[src/tsub_pkg.sv]
// ----------------------------------------------------------------------------
// tsub_pkg: shared types and constants of the triangle subdivider
// vertex types, split mode codes and the divide-by-three reciprocal
// ----------------------------------------------------------------------------
package tsub_pkg;

    typedef logic [31:0] coord_t;
    typedef logic [2:0][31:0] vec_t;   // [0] x, [1] y, [2] z

    // split mode codes; the unused code behaves as the six-way split
    localparam logic [1:0] MODE_BISECT  = 2'd0;
    localparam logic [1:0] MODE_TRISECT = 2'd1;
    localparam logic [1:0] MODE_SIXWAY  = 2'd2;

    // floor(x/3) = (x * RECIP3) >> RECIP_SHIFT, exact for x < 2**19
    localparam int          RECIP_SHIFT = 20;
    localparam logic [18:0] RECIP3      = 19'd349526;

    // offset that makes a three-term sum non-negative: 3 * 2**31
    localparam logic [33:0] SUM_OFFSET = 34'h1_8000_0000;

    // enables of the divider stages
    typedef struct packed {
        logic s3;
        logic s4;
        logic s5;
    } tsub_adv_t;

    function automatic logic [2:0] last_index(input logic [1:0] mode);
        logic [2:0] idx;
        unique case (mode)
            MODE_BISECT:  idx = 3'd1;
            MODE_TRISECT: idx = 3'd2;
            default:      idx = 3'd5;
        endcase
        return idx;
    endfunction

endpackage

[src/tsub_div3.sv]
// ----------------------------------------------------------------------------
// tsub_div3: three-stage floor division by three
// takes a biased non-negative 34-bit sum and returns floor(sum/3) - 2**31
// ----------------------------------------------------------------------------
module tsub_div3 (
    input  logic                clk,
    input  tsub_pkg::tsub_adv_t adv,
    input  logic [33:0]         sum_in,
    output tsub_pkg::coord_t    quot
);

    logic [16:0] hi_reg;
    logic [14:0] qhi_reg;
    logic [16:0] lo_reg;
    logic [14:0] qhi4_reg;
    logic [18:0] t_reg;
    logic [31:0] quot_reg;

    logic [35:0] prod_hi;
    logic [16:0] rem_hi;
    logic [37:0] prod_lo;

    // upper digit: 17 bits times the reciprocal
    assign prod_hi = {19'd0, sum_in[33:17]} * {17'd0, tsub_pkg::RECIP3};

    always_ff @(posedge clk)
    begin
        if (adv.s3)
        begin
            hi_reg  <= sum_in[33:17];
            qhi_reg <= prod_hi[34:20];
            lo_reg  <= sum_in[16:0];
        end
    end

    // remainder of the upper digit joins the lower digit
    assign rem_hi = hi_reg - ({1'b0, qhi_reg, 1'b0} + {2'b00, qhi_reg});

    always_ff @(posedge clk)
    begin
        if (adv.s4)
        begin
            qhi4_reg <= qhi_reg;
            t_reg    <= {rem_hi[1:0], lo_reg};
        end
    end

    assign prod_lo = {19'd0, t_reg} * {19'd0, tsub_pkg::RECIP3};

    // removing the bias of 2**31 flips the top bit
    always_ff @(posedge clk)
    begin
        if (adv.s5)
            quot_reg <= {qhi4_reg, prod_lo[36:20]} ^ 32'h8000_0000;
    end

    assign quot = quot_reg;

endmodule

[config.mk]
export PLATFORM = sky130hd
export DESIGN_NAME = tsub_div3
export DESIGN_NICKNAME = d
export VERILOG_FILES = /design/src/tsub_pkg.sv /design/src/tsub_div3.sv
export SDC_FILE = /design/constraint.sdc
export NUM_CORES = 1
export LEC_CHECK = 0
export BUFFER_PORTS_ARGS = -buffer_cell sky130_fd_sc_hd__buf_2
export CAP_MARGIN = 20
export CORE_ASPECT_RATIO = 0.9
export CORE_UTILIZATION = 35
export CTS_BUF_LIST = sky130_fd_sc_hd__clkbuf_4 sky130_fd_sc_hd__clkbuf_8
export DETAILED_ROUTE_END_ITERATION = 12
export PLACE_DENSITY = 0.63
export SYNTH_ARGS = -nofsm -noshare
export SYNTH_HDL_FRONTEND = slang
export SYNTH_SLANG_ARGS = --single-unit
[constraint.sdc]
create_clock -name clk -period 6.35 [get_ports clk]
set_input_delay 1.27 -clock clk [delete_from_list [all_inputs] [get_ports clk]]
set_output_delay 1.27 -clock clk [all_outputs]
set_load 0.01 [all_outputs]
---- After elaboration in Yosys (flattened, before gate mapping) ----
Index checks and enable logic that the tools add are counted.
storage, ports and cells
  output and inout bits ................... 32
  flip-flop bits (word level) ............. 100
  word-level logic and storage cells ...... 11
operators by class
  multiply operators ...................... 2
  add/sub/neg operators ................... 2
  bitwise gates (word level) .............. 1
operators with widths
  kind                      number
  $mul A19 B18 Y36 const B  1
  $mul A17 B18 Y34 const B  1
  $add A2 B2 Y2             1
  $sub A2 B2 Y2             1
  $not A1 Y1                1

---- Depth between registers and ports, before layout ----
  word-level depth ........................ 2
  gate-level depth with buffers ........... 21
  gate-level depth less buffers ........... 21

---- Worst setup path after synthesis ----
No wires, ideal clock.
  path kind ............................... input to register
  from .................................... input sum_in[19]
  to ...................................... register qhi_reg[9] (data pin)
  stages on the path ...................... 20
  arrival time ............................ 6.217 ns
  required time ........................... 6.088 ns
  slack ................................... -0.129 ns
  library setup time ...................... 0.262 ns
  path buffers ............................ 0
  cells stage by stage .................... ha_1 fa_1 fa_1 inv_1 fa_1 inv_1 fa_1 inv_1 fa_1 inv_1 ha_1 a21oi_1 o21ai_0 a31oi_1 nand2_1 a41oi_1 a21oi_1 a311oi_1 o21bai_1 xor2_1
on the way
  word-level cells in the longest chain between the ends .. 1
RTL lines
  element                 line             text
  start: declaration      tsub_div3.sv:8   input logic [33:0] sum_in,
  $mul A17 B18 Y34        tsub_div3.sv:24  assign prod_hi = {19'd0, sum_in[33:17]} * {17'd0, tsub_pkg::RECIP3};
  via prod_hi[29]         tsub_div3.sv:19  logic [35:0] prod_hi;
  end signal: assignment  tsub_div3.sv:31  qhi_reg <= prod_hi[34:20];
  end: declaration        tsub_div3.sv:13  logic [14:0] qhi_reg;
The timed path passes the listed nets, and every way through them passes these cells.
A chain may end at the register's enable or synchronous reset.

---- Worst setup path after layout ----
  from .................................... register t_reg[5]
  to ...................................... register quot_reg[15], in the netlist quot[15] (data pin)
on the way
  word-level cells in the longest chain between the ends .. 1
RTL lines
  element                   line             text
  start: declaration        tsub_div3.sv:16  logic [18:0] t_reg;
  start signal: assignment  tsub_div3.sv:44  t_reg <= {rem_hi[1:0], lo_reg};
  $mul A19 B18 Y36          tsub_div3.sv:48  assign prod_lo = {19'd0, t_reg} * {19'd0, tsub_pkg::RECIP3};
  via prod_lo[35]           tsub_div3.sv:21  logic [37:0] prod_lo;
  end signal: assignment    tsub_div3.sv:54  quot_reg <= {qhi4_reg, prod_lo[36:20]} ^ 32'h8000_0000;
  end: declaration          tsub_div3.sv:17  logic [31:0] quot_reg;
The timed path passes the listed nets, and every way through them passes these cells.

==> results.json <==
{
  "arrival_ps": 6290,
  "track_usage_pct": 14.06,
  "clk_pin_slew_worst_paths_ps": 120,
  "synth-main-ff-cell": "edfxtp_1",
  "drtPass1Iterations": 8,
  "skew_ps": 17.49,
  "grt_first_pass_wirelength_mm": 43.10,
  "nFillCells": 3593,
  "critPathKind": "reg2reg",
  "seq_area_frac_synth_pct": 22.59,
  "period_share_pct": 96.43,
  "whs_endpoint": "quot[18]",
  "synth_seq_cells": 100,
  "synth_edf_count": 100,
  "postPlaceCellArea_sq_um": 14680,
  "synth_area_per_cell_sq_um": 11.24,
  "core.rowCount": 67,
  "outcome": "finished with violations",
  "end_kind": "register",
  "fin_tns_setup_ps": 0,
  "syn2layout_area_growth_pct": 13.52,
  "routed_via_density": 4.458,
  "path_common_cell": "fa_1",
  "ys_warn_count": 0,
  "clk_latency_ps": 410,
  "cap_violations": 0,
  "synthesis.nets": 1696,
  "num_antenna_cells": 0,
  "core-area_sq_um": 37300,
  "chipWidth_microns": 207.4,
  "r2r_slack_ps": 230,
  "wl_per_cell_microns": 14.23,
  "worstSetupStartpointType": "register",
  "antenna_found_initial": 0,
  "maxSlewHeadroom_pct": 44.78,
  "largest_register_ffs": 32,
  "hold_violations": 0,
  "final_core_util_pct": 40.46,
  "hold_path.class": "reg2reg",
  "cts_tree": "built",
  "fin_nets": 1847,
  "finalCriticalPeriod_ps": 6124,
  "netlist_area_sq_um": 13300,
  "layoutNonFillerInstCount": 1822,
  "ant_nets": 0,
  "dp_hpwl_mm": 22.92,
  "stdcell_area_sq_um": 15090,
  "crit_chain": "ha_1 > fa_1 > inv_1 > fa_1 > fa_1 > inv_1 > fa_1 > inv_1 > fa_1 > inv_1 > ha_1 > nand4_1 > nor3_1 > a221oi_1 > o21ai_2 > o31ai_4 > a211oi_2 > or3_4 > a21o_1 > xor2_1",
  "worstPathRequired_ps": 6510,
  "crit_fanout": 5,
  "async_flop_share_pct": 0,
  "worstMarginPinSlew_ps": 828.3,
  "slew_viol_final": 0,
  "cts_max_level": 3,
  "die_area_sq_um": 38770,
  "layout-drive-gt1-share_pct": 13.29,
  "failed_checks": "DRC",
  "hp-start": "qhi4_reg[1]",
  "start_util_pct": 35.64,
  "critPathMaxStageDelay_ps": 540,
  "io_pins": 70,
  "clk_path_buf_depth": 2,
  "multi_input_area_sq_um": 9015,
  "cts-root-buf": "clkbuf_8",
  "grt_overflow_total": 0,
  "synthCells": 1183,
  "finalWeightedCongestion": 0.8924,
  "rr_worst_depth": 20,
  "ys_types": 47,
  "port_buffers": 69,
  "grt_pass1_vias": 8900,
  "drtIter0Drc": 230,
  "die_h_microns": 186.9,
  "drc": 1,
  "finalSetupViolations": 0,
  "ff_latch_area_sq_um": 3003,
  "cts_sinks": 100,
  "numCtsBuffers": 9,
  "dpl.cell_count": 1790,
  "rsz0062_at_grt": "no",
  "hold_buffers": 0,
  "grt_max_degree": 35,
  "num_vias": 8123,
  "r2r-end": "quot[15]",
  "fmax_ghz": 0.1633,
  "drt-total-wl_mm": 25.92,
  "rr_startpoint": "t_reg[5]",
  "min_path_cells": 0,
  "critPathSlowestCell": "fa_1"
}
cell usage in the layout, fill, tap and decap left out, types with 2 or more instances in the layout:
cell and n:
a211oi_1 5, a21boi_0 2, a21o_1 6, a21oi_1 31
a21oi_2 3, a221oi_1 2, a31oi_1 3, a31oi_2 2
and3_1 5, buf_2 69, buf_4 72, clkbuf_8 9
edfxtp_1 100, fa_1 193, ha_1 276, ha_4 5
inv_1 367, inv_8 3, nand2_1 27, nand2b_1 5
nand3_1 10, nand4_1 5, nor2_1 23, nor2b_1 6
nor3_1 9, o211a_1 2, o21a_1 5, o21ai_0 17
o21ai_1 2, o21bai_1 4, or3_1 2, xnor2_1 28
xor2_1 16
cells by family after synthesis:
group	after synthesis	share of synthesized area (%)
adders and majority gates	475	55.66
buffers and inverters	368	10.39
DFF	100	22.59
and+or+nand+nor	99	3.642
AOI/OAI and AO/OA	97	4.828
xor gates and xnor gates	44	2.899
worst max-delay path: cells and delay by family (launching register included):
family,cells,cell delay (ps)
adders and majority gates,7,3240
AOI/OAI and AO/OA,5,1130
and+or+nand+nor,3,640
DFF,1,520
buffers and inverters,4,210
xor gates and xnor gates,1,130
synthesized netlist by cell type, types with 6 or more instances:
library cell,number,share of area [%]
nor2b_1,6,0.28
nor2_1,23,0.65
a21o_1,6,0.34
fa_1,194,29
xor2_1,16,1.1
o21ai_0,18,0.68
inv_1,367,10
xnor2_1,28,1.8
nand3_1,10,0.38
nand2_1,27,0.76
a21oi_1,33,1.2
nor3_1,9,0.34
edfxtp_1,100,23
ha_1,281,26
metrics by stage:
stage / hold slack, ps / setup slack, ps
6_report: 411.8 / 226.4
5_1_grt: 426.1 / 23.11
4_1_cts: 413.6 / 155.1
3_5_place_dp: 404.5 / -308.9
3_3_place_gp: 403.2 / -197.1
2_1_floorplan: 400.3 / 33.47
area by class of cell:
class,count,area share (%)
clock buffers,9,0.8207
clock inverters,7,0.5554
inverters,367,9.127
multi-input cells,715,59.73
flip-flops and latches,100,19.90
well taps,483,4.004
repair buffers,141,5.869
timing repair:
action,CTS,global route
gates resized for setup,0,12
endpoints found under the setup margin,0,9
setup buffers,0,16
worst max-delay path by stage:
| stage | startpoint | endpoint | slack [ps] | depth (start not counted) |
|---|---|---|---|---|
| 3_5_place_dp | sum_in[19] | qhi_reg[9] | -310 | 21 |
| 6_report | t_reg[5] | quot[15] | 230 | 20 |
| 2_1_floorplan | sum_in[19] | qhi_reg[9] | 30 | 20 |
| 5_1_grt | t_reg[6] | quot[15] | 20 | 20 |
| 3_3_place_gp | sum_in[19] | qhi_reg[13] | -200 | 20 |
| 4_1_cts | sum_in[19] | qhi_reg[13] | 160 | 21 |
routing by layer:
| metal | GRT usage (%) | routed length [microns] | vias up |
|---|---|---|---|
| li1 | - | - | 4056 |
| met1 | 18.08 | 12300 | 3926 |
| met2 | 24.80 | 12460 | 108 |
| met3 | 1.763 | 706 | 33 |
| met4 | 3.904 | 453 | 0 |
| met5 | 0 | 0 | - |
Power is not shown: default switching activity piles up to over one toggle a cycle in this logic, so the estimate is an artifact.
